**src/design/frm_pkg.sv**
```systemverilog
// shared types and constants of the feedback rate meter
package frm_pkg;

	localparam int TIME_W   = 32;
	localparam int COUNT_W  = 16;
	localparam int WLEN_W   = 16;
	localparam int LOAD_W   = 8;
	localparam int RATE_W   = 8;
	localparam int LOAD_N   = 6;
	localparam int SCALE_W  = 10;
	localparam int DVD_W    = COUNT_W + SCALE_W;
	localparam int CFG_IDX_W = 1;

	localparam logic [SCALE_W-1:0] RATE_SCALE = SCALE_W'(1000);
	localparam logic [RATE_W-1:0]  RATE_MAX   = RATE_W'(255);
	localparam logic [WLEN_W-1:0]  WLEN_RST   = WLEN_W'(1000);

	typedef enum logic [CFG_IDX_W-1:0] {
		CFG_FEEDBACK_EN = 1'b0,
		CFG_WINDOW_LEN  = 1'b1
	} cfg_idx_t;

	typedef struct packed {
		logic [TIME_W-1:0] now_ms;
		logic              got_feedback;
		logic [LOAD_W-1:0] load_a;
		logic [LOAD_W-1:0] load_b;
		logic [LOAD_W-1:0] load_c;
		logic [LOAD_W-1:0] load_d;
		logic [LOAD_W-1:0] load_e;
		logic [LOAD_W-1:0] load_f;
	} in_item_t;

	typedef struct packed {
		logic [RATE_W-1:0]  rate_average;
		logic               rate_sampled;
		logic [COUNT_W-1:0] polls_in_window;
		logic [LOAD_W-1:0]  held_load_a;
		logic [LOAD_W-1:0]  held_load_b;
		logic [LOAD_W-1:0]  held_load_c;
		logic [LOAD_W-1:0]  held_load_d;
		logic [LOAD_W-1:0]  held_load_e;
		logic [LOAD_W-1:0]  held_load_f;
	} out_item_t;

	typedef struct packed {
		logic [LOAD_W-1:0] a;
		logic [LOAD_W-1:0] b;
		logic [LOAD_W-1:0] c;
		logic [LOAD_W-1:0] d;
		logic [LOAD_W-1:0] e;
		logic [LOAD_W-1:0] f;
	} loads_t;

endpackage

```
**src/design/frm_div.sv**
```systemverilog
// radix-2 restoring divider, one quotient bit per cycle
module frm_div #(
	parameter int DVD_W = frm_pkg::DVD_W,
	parameter int DVS_W = frm_pkg::TIME_W
) (
	input  logic             clk,
	input  logic             arst_n,
	input  logic             start,
	input  logic [DVD_W-1:0] dividend,
	input  logic [DVS_W-1:0] divisor,
	output logic             done,
	output logic [DVD_W-1:0] quotient
);

	localparam int CNT_W = $clog2(DVD_W + 1);

	logic             busy_q;
	logic             done_q;
	logic [CNT_W-1:0] cnt_q;
	logic [DVD_W-1:0] quo_q;
	logic [DVS_W-1:0] rem_q;
	logic [DVS_W-1:0] dvs_q;
	logic [DVS_W:0]   shifted;
	logic [DVS_W:0]   trial;
	logic             fits;

	// a zero divisor always fits, so the quotient comes out all ones
	assign shifted = {rem_q, quo_q[DVD_W-1]};
	assign trial   = shifted - {1'b0, dvs_q};
	assign fits    = shifted >= {1'b0, dvs_q};

	always_ff @(posedge clk or negedge arst_n) begin
		if (!arst_n) begin
			busy_q <= 1'b0;
			done_q <= 1'b0;
			cnt_q  <= '0;
		end else if (start) begin
			busy_q <= 1'b1;
			done_q <= 1'b0;
			cnt_q  <= CNT_W'(DVD_W);
		end else if (busy_q) begin
			cnt_q <= cnt_q - CNT_W'(1);
			if (cnt_q == CNT_W'(1)) begin
				busy_q <= 1'b0;
				done_q <= 1'b1;
			end
		end else begin
			done_q <= 1'b0;
		end
	end

	always_ff @(posedge clk) begin
		if (start) begin
			quo_q <= dividend;
			rem_q <= '0;
			dvs_q <= divisor;
		end else if (busy_q) begin
			rem_q <= fits ? trial[DVS_W-1:0] : shifted[DVS_W-1:0];
			quo_q <= {quo_q[DVD_W-2:0], fits};
		end
	end

	assign done     = done_q;
	assign quotient = quo_q;

endmodule

```
**src/design/feedback_rate_meter_ewma.sv**
```systemverilog
// top level of the windowed feedback rate meter with smoothed rate
// sequence: a request with no closing window goes through the done state into the output
//   register; a closing window first passes the load state, 26 divider steps and the average update
//   requests are taken one at a time, only in the idle state, via a divider that serves only this block;
//   a request is taken while the previous result still waits in the output register
// reset: arst_n clears window, count, average, held loads and enable; window length 1000
module feedback_rate_meter_ewma (
	input  logic                                clk,
	input  logic                                arst_n,
	// poll requests
	input  logic                                in_valid,
	output logic                                in_stall,
	input  frm_pkg::in_item_t                   in_data,
	// results
	output logic                                out_valid,
	input  logic                                out_stall,
	output frm_pkg::out_item_t                  out_data,
	// register writes
	input  logic                                cfg_valid,
	output logic                                cfg_ready,
	input  frm_pkg::cfg_idx_t                   cfg_index,
	input  logic [frm_pkg::WLEN_W-1:0]          cfg_data
);

	// sequencer states, one-hot
	typedef enum logic [3:0] {
		ST_IDLE = 4'b0001,
		ST_LOAD = 4'b0010,
		ST_DIV  = 4'b0100,
		ST_DONE = 4'b1000
	} state_t;

	state_t                          state_q;

	// configuration
	logic                            fb_en_q;
	logic [frm_pkg::WLEN_W-1:0]      wlen_q;

	// meter state
	frm_pkg::loads_t                 loads_q;
	logic [frm_pkg::TIME_W-1:0]      wstart_q;
	logic [frm_pkg::COUNT_W-1:0]     count_q;
	logic [frm_pkg::RATE_W-1:0]      avg_q;

	// per-request working registers
	logic [frm_pkg::TIME_W-1:0]      now_q;
	logic [frm_pkg::TIME_W-1:0]      elapsed_q;
	logic                            sampled_q;

	// output register
	logic                            out_valid_q;
	frm_pkg::out_item_t              out_q;

	// request decode
	logic                            in_acc;
	logic                            update;
	logic [frm_pkg::TIME_W-1:0]      start_eff;
	logic [frm_pkg::TIME_W-1:0]      elapsed;
	logic [frm_pkg::COUNT_W-1:0]     count_inc;
	logic                            close_win;

	// divider hookup
	logic                            div_start;
	logic [frm_pkg::DVD_W-1:0]       div_dvd;
	logic                            div_done;
	logic [frm_pkg::DVD_W-1:0]       div_quo;

	// rate and average update
	logic [frm_pkg::RATE_W-1:0]      rate;
	logic [frm_pkg::RATE_W+1:0]      blend;
	logic [frm_pkg::RATE_W-1:0]      avg_next;

	logic                            out_free;

	assign in_stall  = (state_q != ST_IDLE);
	assign in_acc    = in_valid && !in_stall;
	assign cfg_ready = 1'b1;

	// a zero start means the window has not opened yet, so this poll opens it
	assign update    = fb_en_q && in_data.got_feedback;
	assign start_eff = (wstart_q == '0) ? in_data.now_ms : wstart_q;
	assign elapsed   = in_data.now_ms - start_eff;
	assign count_inc = count_q + frm_pkg::COUNT_W'(1);
	assign close_win = elapsed >= frm_pkg::TIME_W'(wlen_q);

	// dividend is count*1000, at most 26 bits; registered inside the divider
	assign div_start = (state_q == ST_LOAD);
	assign div_dvd   = frm_pkg::DVD_W'(count_q) * frm_pkg::DVD_W'(frm_pkg::RATE_SCALE);

	frm_div #(
		.DVD_W (frm_pkg::DVD_W),
		.DVS_W (frm_pkg::TIME_W)
	) u_div (
		.clk      (clk),
		.arst_n   (arst_n),
		.start    (div_start),
		.dividend (div_dvd),
		.divisor  (elapsed_q),
		.done     (div_done),
		.quotient (div_quo)
	);

	// saturate the rate; zero elapsed time gives an all-ones quotient and so 255
	assign rate = (div_quo > frm_pkg::DVD_W'(frm_pkg::RATE_MAX)) ?
		frm_pkg::RATE_MAX : div_quo[frm_pkg::RATE_W-1:0];

	// average of three parts old and one part new, seeded when empty
	assign blend    = ((frm_pkg::RATE_W+2)'(avg_q) * (frm_pkg::RATE_W+2)'(3))
		+ (frm_pkg::RATE_W+2)'(rate);
	assign avg_next = (avg_q == '0) ? rate : blend[frm_pkg::RATE_W+1:2];

	// output slot can take a result when empty or being drained this cycle
	assign out_free = !out_valid_q || !out_stall;

	// configuration writes
	always_ff @(posedge clk or negedge arst_n) begin
		if (!arst_n) begin
			fb_en_q <= 1'b0;
			wlen_q  <= frm_pkg::WLEN_RST;
		end else if (cfg_valid && cfg_ready) begin
			case (cfg_index)
				frm_pkg::CFG_FEEDBACK_EN: fb_en_q <= cfg_data[0];
				frm_pkg::CFG_WINDOW_LEN:  wlen_q  <= cfg_data;
				default: ;
			endcase
		end
	end

	// sequencer and meter state
	always_ff @(posedge clk or negedge arst_n) begin
		if (!arst_n) begin
			state_q     <= ST_IDLE;
			loads_q     <= '0;
			wstart_q    <= '0;
			count_q     <= '0;
			avg_q       <= '0;
			sampled_q   <= 1'b0;
		end else begin
			case (state_q)
				ST_IDLE: begin
					if (in_acc) begin
						sampled_q <= 1'b0;
						// a closing window goes through the divider first
						state_q   <= (update && close_win) ? ST_LOAD : ST_DONE;
						if (update) begin
							loads_q  <= '{in_data.load_a, in_data.load_b,
								in_data.load_c, in_data.load_d,
								in_data.load_e, in_data.load_f};
							wstart_q <= start_eff;
							count_q  <= count_inc;
						end
					end
				end
				ST_LOAD: begin
					state_q <= ST_DIV;
				end
				ST_DIV: begin
					if (div_done) begin
						avg_q     <= avg_next;
						wstart_q  <= now_q;
						count_q   <= '0;
						sampled_q <= 1'b1;
						state_q   <= ST_DONE;
					end
				end
				ST_DONE: begin
					if (out_free) begin
						state_q <= ST_IDLE;
					end
				end
				default: begin
					state_q <= ST_IDLE;
				end
			endcase
		end
	end

	// result valid: set when a result is loaded, cleared once it is taken
	always_ff @(posedge clk or negedge arst_n) begin
		if (!arst_n) begin
			out_valid_q <= 1'b0;
		end else if (state_q == ST_DONE && out_free) begin
			out_valid_q <= 1'b1;
		end else if (!out_stall) begin
			out_valid_q <= 1'b0;
		end
	end

	// request payload kept for the division and window restart
	always_ff @(posedge clk) begin
		if (in_acc) begin
			now_q     <= in_data.now_ms;
			elapsed_q <= elapsed;
		end
	end

	// result register
	always_ff @(posedge clk) begin
		if (state_q == ST_DONE && out_free) begin
			out_q.rate_average    <= avg_q;
			out_q.rate_sampled    <= sampled_q;
			out_q.polls_in_window <= count_q;
			out_q.held_load_a     <= loads_q.a;
			out_q.held_load_b     <= loads_q.b;
			out_q.held_load_c     <= loads_q.c;
			out_q.held_load_d     <= loads_q.d;
			out_q.held_load_e     <= loads_q.e;
			out_q.held_load_f     <= loads_q.f;
		end
	end

	assign out_valid = out_valid_q;
	assign out_data  = out_q;

endmodule

```
**config.mk**
```make
export PLATFORM = sky130hd
export DESIGN_NAME = feedback_rate_meter_ewma
export DESIGN_NICKNAME = d
export VERILOG_FILES = /design/src/design/frm_pkg.sv /design/src/design/frm_div.sv /design/src/design/feedback_rate_meter_ewma.sv
export SDC_FILE = /design/constraint.sdc
export NUM_CORES = 1
export LEC_CHECK = 0
export BUFFER_PORTS_ARGS = -buffer_cell sky130_fd_sc_hd__buf_2
export CAP_MARGIN = 20
export CELL_PAD_IN_SITES_DETAIL_PLACEMENT = 1
export CELL_PAD_IN_SITES_GLOBAL_PLACEMENT = 2
export CORE_ASPECT_RATIO = 0.6
export CORE_MARGIN = 2
export CORE_UTILIZATION = 43
export CTS_CLUSTER_SIZE = 24
export DETAILED_ROUTE_END_ITERATION = 10
export PLACE_DENSITY_LB_ADDON = 0.3
export SYNTH_ARGS = -nofsm -noshare
export SYNTH_HDL_FRONTEND = slang
export SYNTH_SLANG_ARGS = --single-unit
```
**constraint.sdc**
```tcl
create_clock -name clk -period 9.8 [get_ports clk]
set_input_delay 0.49 -clock clk [delete_from_list [all_inputs] [get_ports clk]]
set_output_delay 0.49 -clock clk [all_outputs]
set_load 0.01 [all_outputs]
```
---- Word-level counts from Yosys, hierarchy flattened ----
Index checks and enable logic that the tools add are counted.
operators by class
  multiply operators ...................... 2
  equality and inequality tests ........... 12
  mux-type cells .......................... 32
  bitwise operators ....................... 1
  add/sub/neg operators ................... 5
  order comparisons ....................... 3
  reductions and logical operators ........ 19
operators with widths
  kind                                                  number
  2-to-1 mux 32 bit                                     5
  case mux 32 bit (2 select lines)                      1
  subtractor 32 bit                                     2
  2-to-1 mux 26 bit                                     2
  2-to-1 mux 16 bit                                     3
  greater-or-equal comparator 33 x 32 -> 1 bit          1
  greater-or-equal comparator 32 x 16 -> 1 bit          1
  logical NOT 32 bit                                    1
  case mux 16 bit (2 select lines)                      1
  > comparator 26 x 8 -> 1 bit (second input constant)  1
  multiplier 16 x 7 -> 23 bit (second input constant)   1
  adder 16 x 1 -> 16 bit (second input constant)        1
  2-to-1 mux 4 bit                                      4
  2-to-1 mux 8 bit                                      2
  case mux 4 bit (4 select lines)                       1
  adder 10 x 8 -> 10 bit                                1
  multiplier 8 x 2 -> 10 bit (second input constant)    1
  2-to-1 mux 1 bit                                      10
  2-to-1 mux 5 bit                                      2
  AND reduction 3 bit                                   3
  logical NOT 8 bit                                     1
  inequality test 2 bit (second input constant)         3
  AND reduction 2 bit                                   3
  == test 5 x 1 -> 1 bit (second input constant)        1
  other kinds (15)                                      22
word-level totals
  bits of input ports ..................... 103
  logic and storage cells ................. 106
  output and inout bits ................... 76
  register bits after elaboration ......... 361

---- Longest topological paths before layout ----
Gate-level depths: netlist of run 1.
  depth in word-level cells ............... 8
  depth in mapped cells ................... 24
  depth with buffers taken out ............ 23

---- By module ----
A second synthesis of run 1 with hierarchy kept.
unflattened totals
  cell total of the unflattened synthesis .. 1874
  area, all modules ....................... 20838.7 sq um
modules (own cells, without submodules)
  module                    area an instance (sq um)  seq. area each (sq um)  times used  cells an instance
  feedback_rate_meter_ewma  15220.8                   7300.8                  1           1308
  frm_div                   5617.9                    2557.5                  1           566

---- Worst setup path before layout of run 1 ----
Ideal clock, no wire load.
  kind .................................... register to register
  from .................................... register count_q[0] (netlist name)
  to ...................................... register u_div.quo_q[22], in the netlist u_div.quotient[22] (data pin)
  clock period less this slack ............ 4926 ps
  required time ........................... 9533 ps
  setup time .............................. 267 ps
  path buffers ............................ 0
  stages on the path, launching flop included .. 19
  setup slack ............................. 4874 ps
  arrival ................................. 4659 ps
  cell sequence ........................... dfrtp_1 -> fa_1 -> inv_1 -> fa_1 -> fa_1 -> inv_1 -> fa_1 -> ha_1 -> a21oi_1 -> o21bai_1 -> a21oi_1 -> o21bai_1 -> a211oi_1 -> o21a_1 -> nor3_1 -> or3_1 -> a21oi_1 -> xor2_1 -> o21ai_0
on the way
  longest elaborated chain between the ends .. 2
ends and longest elaborated chain
  element                      line                             RTL
  start: declaration           feedback_rate_meter_ewma.sv:42   logic [frm_pkg::COUNT_W-1:0] count_q;
  start signal: assignment     feedback_rate_meter_ewma.sv:150  count_q <= count_inc;
  multiplier 16 x 7 -> 23 bit  feedback_rate_meter_ewma.sv:88   assign div_dvd = frm_pkg::DVD_W'(count_q) * frm_pkg::DVD_W'(frm_pkg::RATE_SCALE);
  2-to-1 mux 26 bit            frm_div.sv:53                    if (start) begin
  end signal: assignment       frm_div.sv:54                    quo_q <= dividend;
  end signal: assignment       frm_div.sv:59                    quo_q <= {quo_q[DVD_W-2:0], fits};
  end: declaration             frm_div.sv:20                    logic [DVD_W-1:0] quo_q;
Every way passes these cells.
A chain may end at the register's enable or synchronous reset.

---- Worst setup path after layout of run 1 ----
  from .................................... register wstart_q[21] (netlist name)
  to ...................................... register state_q[1]
on the way
  longest elaborated chain between the ends .. 8
ends and longest elaborated chain
  element                                       line                             RTL
  start: declaration                            feedback_rate_meter_ewma.sv:41   logic [frm_pkg::TIME_W-1:0] wstart_q;
  start signal: assignment                      feedback_rate_meter_ewma.sv:149  wstart_q <= start_eff;
  start signal: assignment                      feedback_rate_meter_ewma.sv:160  wstart_q <= now_q;
  logical NOT 32 bit                            feedback_rate_meter_ewma.sv:81   assign start_eff = (wstart_q == '0) ? in_data.now_ms : wstart_q;
  2-to-1 mux 32 bit                             feedback_rate_meter_ewma.sv:81
  subtractor 32 bit                             feedback_rate_meter_ewma.sv:82   assign elapsed = in_data.now_ms - start_eff;
  net elapsed (one bit)                         feedback_rate_meter_ewma.sv:58   logic [frm_pkg::TIME_W-1:0] elapsed;
  greater-or-equal comparator 32 x 16 -> 1 bit  feedback_rate_meter_ewma.sv:84   assign close_win = elapsed >= frm_pkg::TIME_W'(wlen_q);
  logical AND 1 bit                             feedback_rate_meter_ewma.sv:144  state_q <= (update && close_win) ? ST_LOAD : ST_DONE;
  2-to-1 mux 4 bit                              feedback_rate_meter_ewma.sv:144
  2-to-1 mux 4 bit                              feedback_rate_meter_ewma.sv:141  if (in_acc) begin
  case mux 4 bit (4 select lines)               feedback_rate_meter_ewma.sv:139  case (state_q)
  end signal: assignment                        feedback_rate_meter_ewma.sv:144
  end: declaration                              feedback_rate_meter_ewma.sv:33   state_t state_q;
The timed path passes the listed nets, and every way through them passes these cells. The select of a mux whose other input is x is not followed.

==> flow_metrics.tcl, run 1 <==
set metrics [dict create \
    outcome "finished with violations" \
    failed_checks "negative hold slack" \
    critical_path.max_fanout 33 \
    timing.final.crit_share_pct 59.2 \
    ys_dominant_reg_cell "sky130_fd_sc_hd__edfxtp_1" \
    cp_data_arrival_time_ns 6.19 \
    cts_htree_levels 2 \
    synth_largest_type_area_fraction_pct 28.1 \
    die-height_um 173 \
    power_leakage_nw 10.5 \
    reg2reg_to "state_q[1]$_DFFE_PN0P_" \
    critical_path.top_delay_family "simple AND/OR/NAND/NOR gates" \
    maximum_number_of_pins_on_one_net_before_global_route_repair 71 \
    post_route_cells_drive_above_1_share_pct 15.1 \
    fmaxAchievable_mhz 172 \
    critical_path_start "wstart_q[21]$_DFFE_PN0P_" \
    comb_power_share_pct 40.7 \
    dieArea_um2 49500 \
    clk-insertion-delay-late_ns 0.54 \
    design.portCount 179 \
    drv_slew 0 \
    numCtsBuffers 37 \
    tightestPinTransition_ns 0.986 \
    routed-via-count 15300 \
    synth.yosys.warnings 0 \
    drc_errors 0 \
    synth.avg_cell_area_um2 10.6 \
    crit_cells 21 \
    core_area_um2 46700 \
    yosysSeqAreaShare_pct 47.9 \
    gr-total-overflow 0 \
    type_of_the_tightest_min_delay_check "primary input to asynchronous set/reset pin" \
    postLayoutCoreUtil_pct 49.9 \
    worst-r2r-cell-count 21 \
    fp-row-count 61 \
    synth.top_cells.by_area "sky130_fd_sc_hd__edfxtp_1 (28%), sky130_fd_sc_hd__dfrtp_1 (15%), sky130_fd_sc_hd__ha_1 (8.4%)" \
    cts.path.max_buffers 3 \
    critical_path_type "flop to flop" \
    synth_enable_flop_cells 192 \
    critPathSlowestCell "sky130_fd_sc_hd__nor4_4" \
    chipWidth_um 286 \
    place_hpwl_um 43700 \
    timing.clock.skew_ns 0.0125 \
    power_density_nw_per_um2 277 \
    synthToLayoutAreaGrowth_pct 13.7 \
    setup.worst_path.end_class "flop" \
    ys_top_cells_by_count "sky130_fd_sc_hd__nand2_1 (282), sky130_fd_sc_hd__edfxtp_1 (192), sky130_fd_sc_hd__a21oi_1 (170), sky130_fd_sc_hd__nor2_1 (139), sky130_fd_sc_hd__ha_1 (138)" \
    mappedNetlistArea_um2 20500 \
    vias_in_the_first_global_route 15900 \
    cts_hold_buffers 0 \
    cap_violations 0 \
    vias_per_cell 5.52 \
    synth_cells 1941 \
    final_total_negative_setup_slack_ns 0 \
    portBuffers 177 \
    start_util_pct 43.9 \
    max-slew-margin-rel_pct 34.2 \
    crit_path_max_incr_delay_ns 0.47 \
    timing.critical_path.required_ns 10.19 \
    route.detailed.wl_per_inst_um 21.1 \
    internal_power_mw 3.92 \
    synth_fp_nets 2245 \
    yosysUniqueCellTypes 92 \
    number_of_register_bits_inferred_by_synthesis 361 \
    layout.nets 2415 \
    grt_setup_unrepaired "false" \
    grt_first_pass_wirelength_um 93600 \
    finalHoldWorstSlack_ns -0.0197 \
    gr-usage-all-layers_pct 24.0 \
    clock_tree_from_tritoncts "yes" \
    drt_first_pass_iters 6 \
    p_seq_share_pct 37.3 \
    reg2reg_setup_slack_ns 4.00 \
    path_buf_inv 1 \
    timing.rr.start "wstart_q[21]$_DFFE_PN0P_" \
    post_cts_resize_count 0 \
    drt.antenna.violating_nets 0 \
    asyncSetResetFlopFracSynth_pct 37.1 \
    vdd_ir_drop_max_mv 0.159 \
    numClockSinks 361 \
    total_wirelength_um 58600 \
    netSwitchingFraction_pct 39.2 \
    crit_path_cell_trace "nor4_4 -> nand4_4 -> nor2_4 -> buf_4 -> a21oi_1 -> ha_1 -> a31oi_1 -> maj3_1 -> o32a_1 -> a311oi_1 -> nor3_1 -> xnor2_1 -> ha_1 -> and4_1 -> a21oi_1 -> nand2_1 -> or3_1 -> nor3_1 -> and4b_1 -> and4_1 -> nor2_1" \
    power.clock.fraction_pct 22.0 \
    synthMostInstantiatedCell "sky130_fd_sc_hd__nand2_1" \
    switching_power_summed_over_all_nets_mw 2.53 \
    timing.critical_path.from_type "flop" \
    post-cts-setup-buffers 0 \
    crit_path_end "state_q[1]$_DFFE_PN0P_" \
    post-route-min-period_ns 5.80 \
    final-setup-viol-count 0 \
    finalHoldViolCount 16 \
    clk_root_buffer_cell "sky130_fd_sc_hd__clkbuf_16" \
    clock_transition_at_the_registers_of_the_reported_paths_ns 0.06 \
    drtIter0Drc 968 \
    synth_top_area_cell "sky130_fd_sc_hd__edfxtp_1" \
    place_congestion 0.934 \
    antenna_violations_before_repair 0 \
]
[worst reg2reg max path: cells and delay by family, from the launching register on]
kind / cells / cell delay, ns
buffers and inverters: 1 / 0.43
and+or+nand+nor: 11 / 2.30
adders and majority gates: 3 / 1.14
xor gates and xnor gates: 1 / 0.31
DFF: 1 / 0.43
AOI/OAI and AO/OA: 5 / 1.02
[logic make-up after synthesis]
| group | after synthesis | synth area share (%) |
|---|---|---|
| other | 1 | 0.0183 |
| muxes | 28 | 1.48 |
| xor gates and xnor gates | 95 | 4.06 |
| and+or+nand+nor | 591 | 13.6 |
| buffers and inverters | 194 | 3.61 |
| AOI/OAI and AO/OA | 466 | 14.5 |
| adders and majority gates | 205 | 14.8 |
| DFF | 361 | 47.9 |
[cells in the final DEF, fill, tap and decap left out, types with 8 or more instances in the layout]
| cell | synthesis | routed |
|---|---|---|
| sky130_fd_sc_hd__a31oi_1 | 11 | 11 |
| sky130_fd_sc_hd__nand2_1 | 282 | 282 |
| sky130_fd_sc_hd__and3_1 | 10 | 9 |
| sky130_fd_sc_hd__clkbuf_1 | 48 | 9 |
| sky130_fd_sc_hd__dfxtp_1 | 35 | 35 |
| sky130_fd_sc_hd__o21bai_1 | 17 | 17 |
| sky130_fd_sc_hd__or3_1 | 8 | 8 |
| sky130_fd_sc_hd__mux2_2 | 19 | 19 |
| sky130_fd_sc_hd__dfrtp_1 | 127 | 126 |
| sky130_fd_sc_hd__nor2_1 | 139 | 138 |
| sky130_fd_sc_hd__buf_2 | 7 | 176 |
| sky130_fd_sc_hd__xor2_1 | 43 | 43 |
| sky130_fd_sc_hd__xnor2_1 | 52 | 52 |
| sky130_fd_sc_hd__a211oi_1 | 20 | 20 |
| sky130_fd_sc_hd__nand3_1 | 33 | 32 |
| sky130_fd_sc_hd__nor4_4 | 8 | 8 |
| sky130_fd_sc_hd__fa_1 | 63 | 63 |
| sky130_fd_sc_hd__a21o_1 | 44 | 44 |
| sky130_fd_sc_hd__nor3_1 | 22 | 22 |
| sky130_fd_sc_hd__edfxtp_1 | 192 | 192 |
| sky130_fd_sc_hd__buf_4 | 1 | 17 |
| sky130_fd_sc_hd__a21oi_1 | 170 | 169 |
| sky130_fd_sc_hd__nand2b_1 | 13 | 13 |
| sky130_fd_sc_hd__ha_1 | 138 | 138 |
| sky130_fd_sc_hd__mux2i_1 | 9 | 9 |
| sky130_fd_sc_hd__inv_1 | 129 | 127 |
| sky130_fd_sc_hd__o31ai_1 | 8 | 8 |
| sky130_fd_sc_hd__nor2b_1 | 17 | 17 |
| sky130_fd_sc_hd__clkbuf_16 | 0 | 39 |
| sky130_fd_sc_hd__o21ai_0 | 99 | 99 |
| sky130_fd_sc_hd__o21a_1 | 9 | 9 |
[per-layer routing]
| metal | track usage [%] | vias up | part of all wire [%] |
|---|---|---|---|
| met3 | 4.87 | 64 | 5.4 |
| met4 | 4.89 | 0 | 1.7 |
| met5 | 0 | - | 0 |
| li1 | - | 7191 | - |
| met2 | 33.9 | 323 | 41 |
| met1 | 37.8 | 7721 | 51 |
[through the flow]
step                hold slack [ns]  setup WS, ns  cells  cell area, um^2  power, mW
floorplan                     0.194          4.87   1941            20500       4.20
global placement              0.401          4.26   2700            22100       4.87
detailed placement            0.406          4.11   2700            22100       5.00
CTS                         0.00380          4.08   2768            23300       6.48
global route                 0.0264          3.64   2770            23300       6.93
finish                      -0.0197          4.00   2771            23300       6.45
[how the worst min path moves through the flow]
| stage | startpoint | end | cells after the start |
|---|---|---|---|
| after floorplan | arst_n | avg_q[0]$_DFFE_PN0P_ | 0 |
| after global placement | elapsed_q[9]$_DFFE_PP_ | u_div.dvs_q[9]$_DFFE_PP_ | 0 |
| after detailed placement | elapsed_q[28]$_DFFE_PP_ | u_div.dvs_q[28]$_DFFE_PP_ | 0 |
| after CTS | arst_n | wstart_q[31]$_DFFE_PN0P_ | 1 |
| after global routing | arst_n | wstart_q[30]$_DFFE_PN0P_ | 1 |
| final | arst_n | wstart_q[30]$_DFFE_PN0P_ | 1 |
[registers in the layout, summed over array words and instances (netlist names), 26 cells and up]
signal / cells
loads_q: 48
out_data: 73
u_div.dvs_q: 32
u_div.rem_q: 32
wstart_q: 32
elapsed_q: 32
u_div.quotient: 26
now_q: 32
[cell type report]
cell class,count,area (um^2)
Multi-Input combinational cell,1386,9970
Antenna cell,1,2.50
Timing Repair Buffer,195,1050
Sequential cell,361,9830
Inverter,130,488
Tap cell,630,788
Clock buffer,49,1020
Fill cell,5162,23400
Clock inverter,19,165
[power by group through the flow]
stage	Clock, mW	Combinational, mW	Sequential [mW]
after CTS	1.46	2.61	2.41
after global routing	1.52	2.94	2.46
after global placement	0	2.47	2.40
final	1.42	2.62	2.41
after floorplan	0	1.86	2.34
after detailed placement	0	2.57	2.43
No activity file was read; power rests on OpenSTA's default activity.
==> inputs of run 2 (changes only) <==
--- a/config.mk
+++ b/config.mk
@@ -11,7 +11,7 @@
 export CELL_PAD_IN_SITES_GLOBAL_PLACEMENT = 2
 export CORE_ASPECT_RATIO = 0.6
 export CORE_MARGIN = 2
-export CORE_UTILIZATION = 43
+export CORE_UTILIZATION = 36
 export CTS_CLUSTER_SIZE = 24
 export DETAILED_ROUTE_END_ITERATION = 10
 export PLACE_DENSITY_LB_ADDON = 0.3
==> constraint.sdc (replaced) <==
create_clock -name clk -period 5 [get_ports clk]
set_input_delay 0.25 -clock clk [delete_from_list [all_inputs] [get_ports clk]]
set_output_delay 0.25 -clock clk [all_outputs]
set_load 0.01 [all_outputs]
==> run 2 against run 1 <==
Critical path depth increased by 2. Highest routed layer unchanged. Sequential power increased by 94%. Routed wire length increased by 2.4%. Critical path type unchanged. The flow now finishes without violations. Cell area increased by 9.6%. Clock skew increased by 0.013 ns. Non-clock buffer count increased by 189. Total power increased by 110%.
==> flow_metrics.tcl, run 2 (synthesis gave the netlist of run 1 again) <==
set metrics [dict create \
    dp_worst_slack_ns -0.239 \
    crit_path_cell_trace "nor4_4 -> nand4_4 -> nor2_4 -> buf_6 -> a21o_1 -> ha_2 -> inv_2 -> ha_4 -> a2111oi_4 -> a2111oi_2 -> o211ai_1 -> a21oi_2 -> a221oi_2 -> xnor2_2 -> ha_1 -> and4_4 -> a21oi_2 -> nand2_1 -> or3_4 -> nor3_2 -> and4b_1 -> and4_1 -> nor2_1" \
    timing.final.crit_share_pct 98.5 \
    layout.cell_area.non_filler_um2 25600 \
    maximum_number_of_pins_on_one_net_before_global_route_repair 74 \
    max-slew-margin-rel_pct 29.5 \
    cp_data_arrival_time_ns 5.35 \
    type_of_the_tightest_min_delay_check "primary input to flop" \
    drv_slew 0 \
    drt.antenna.violating_nets 0 \
    vias_in_the_first_global_route 16800 \
    report.power.total_mw 13.4 \
    timing.clock.skew_ns 0.0256 \
    fmaxAchievable_mhz 203 \
    post-route-min-period_ns 4.93 \
    reg2reg_to "state_q[1]$_DFFE_PN0P_" \
    critical_path_type "flop to flop" \
    chipWidth_um 312 \
    drtIter0Drc 921 \
    outcome "finished clean" \
    final_total_negative_setup_slack_ns 0 \
    clk-insertion-delay-late_ns 0.57 \
    worst_path_most_repeated_cell "sky130_fd_sc_hd__a21oi_2" \
    power_leakage_nw 11.4 \
    tightestPinTransition_ns 1.06 \
    post_route_cells_drive_above_1_share_pct 20.4 \
    vdd_ir_drop_max_mv 0.305 \
    worst-r2r-cell-count 23 \
    timing.rr.start "wstart_q[1]$_DFFE_PN0P_" \
    clk_root_buffer_cell "sky130_fd_sc_hd__clkbuf_16" \
    dpl_cells 2903 \
    vias_per_cell 5.12 \
    drc_errors 0 \
    route.detailed.wl_per_inst_um 19.4 \
    postLayoutCoreUtil_pct 45.6 \
    final-setup-viol-count 0 \
    grt_first_pass_wirelength_um 95700 \
    layout.cells.most_common_list "sky130_fd_sc_hd__nand2_1 (280), sky130_fd_sc_hd__edfxtp_1 (192), sky130_fd_sc_hd__buf_2 (176)" \
    drt_first_pass_iters 5 \
    place_congestion 0.897 \
    portBuffers 177 \
    start_util_pct 36.6 \
    cts_htree_levels 2 \
    reg2reg_setup_slack_ns 0.07 \
    dpl_cell_area_um2 22800 \
    gr-usage-all-layers_pct 20.4 \
    crit_path_end "state_q[1]$_DFFE_PN0P_" \
    total_wirelength_um 60000 \
    finalHoldWorstSlack_ns 0.0773 \
    final.setup.worst_slack_ns 0.0730 \
    timing.critical_path.required_ns 5.42 \
    met3_routing_resource_usage_after_global_routing_pct 3.49 \
    power_density_nw_per_um2 526 \
    number_of_fillers_in_the_final_layout 6148 \
    layout.nets 2606 \
    largest_reg_flops 73 \
    cts.path.max_buffers 3 \
    gr-total-overflow 0 \
    synthToLayoutAreaGrowth_pct 24.6 \
    clock_transition_at_the_registers_of_the_reported_paths_ns 0.06 \
    finalHoldViolCount 0 \
    cap_violations 0 \
    grt_setup_unrepaired "true" \
    critPathSlowestCell "sky130_fd_sc_hd__dfrtp_1" \
    fp-row-count 67 \
    globalRouteMet1Util_pct 31.3 \
    numClockSinks 361 \
    crit_path_max_incr_delay_ns 0.43 \
    grt_util_met2_pct 30.0 \
    core_area_um2 56100 \
    leading_cell_type_in_the_layout_fill_and_taps_excluded "sky130_fd_sc_hd__nand2_1" \
    dieArea_um2 59000 \
    clock_tree_from_tritoncts "yes" \
    routed-via-count 15800 \
    critical_path.max_fanout 5 \
    die-height_um 189 \
    place_hpwl_um 43600 \
    final-instance-count-excl-fill 3092 \
    setup.worst_path.end_class "flop" \
    design.portCount 179 \
    antenna_violations_before_repair 1 \
    numCtsBuffers 39 \
    critical_path_start "wstart_q[1]$_DFFE_PN0P_" \
    timing.critical_path.from_type "flop" \
    grt_most_used_layer "met1" \
]
-- run 2: cell count changes in the layout (fill, tap and decap cells not counted), sizes merged --
cell         previous run  this run
buf                   195       286
clkinv                  9        12
dlygate4sd3             0        98
clkinvlp                5         4
bufinv                  2         3
-- run 2: what timing repair did --
| item | 4_1_cts | 5_1_grt |
|---|---|---|
| hold endpoints to repair | 136 | 0 |
| endpoints found under the setup margin | 5 | 6 |
| setup buffers | 2 | 18 |
| hold buffers | 98 | 0 |
| resized for setup | 8 | 74 |
| pin swaps | 5 | 53 |
-- run 2: layout make-up --
type	count	area (um^2)	share of cell area, %
well taps	759	950	3.72
repair buffers	384	2700	10.6
diodes	1	2.50	0.00979
clock buffers	49	1030	4.04
flip-flops and latches	361	9830	38.5
multi-input cells	1386	10300	40.4
clock inverters	22	226	0.886
inverters	130	488	1.91
-- run 2: critical path: cells and delay by family, from the launching register on --
| family | cells | cell delay (ns) |
|---|---|---|
| fa+ha+maj | 3 | 0.68 |
| buf+inv | 2 | 0.19 |
| compound gates | 7 | 1.33 |
| xor+xnor | 1 | 0.14 |
| flops | 1 | 0.43 |
| simple gates | 10 | 2.01 |
-- run 2: worst min-delay path by stage --
stage,startpoint,end,slack [ns],cells after the start
2_1_floorplan,arst_n,avg_q[0]$_DFFE_PN0P_,-0.05,0
3_3_place_gp,arst_n,loads_q[9]$_DFFE_PN0P_,0.19,1
3_5_place_dp,arst_n,loads_q[27]$_DFFE_PN0P_,0.19,1
4_1_cts,cfg_index,fb_en_q$_DFFE_PN0P_,0.05,3
5_1_grt,cfg_index,fb_en_q$_DFFE_PN0P_,0.07,3
6_report,cfg_index,fb_en_q$_DFFE_PN0P_,0.08,3
-- run 2: report_power, final --
part	switching [mW]	total, mW	internal [mW]
Sequential	0.531	4.67	4.14
Combinational	3.36	5.83	2.47
Clock	1.28	2.93	1.64
Total	5.18	13.4	8.25
-- run 2: per-layer routing --
layer / vias up / share of wire, % / wire length (um)
li1: 7563 / - / -
met2: 248 / 42 / 25300
met4: 0 / 1.7 / 1040
met1: 7956 / 52 / 30900
met3: 67 / 4.4 / 2670
met5: - / 0 / 0
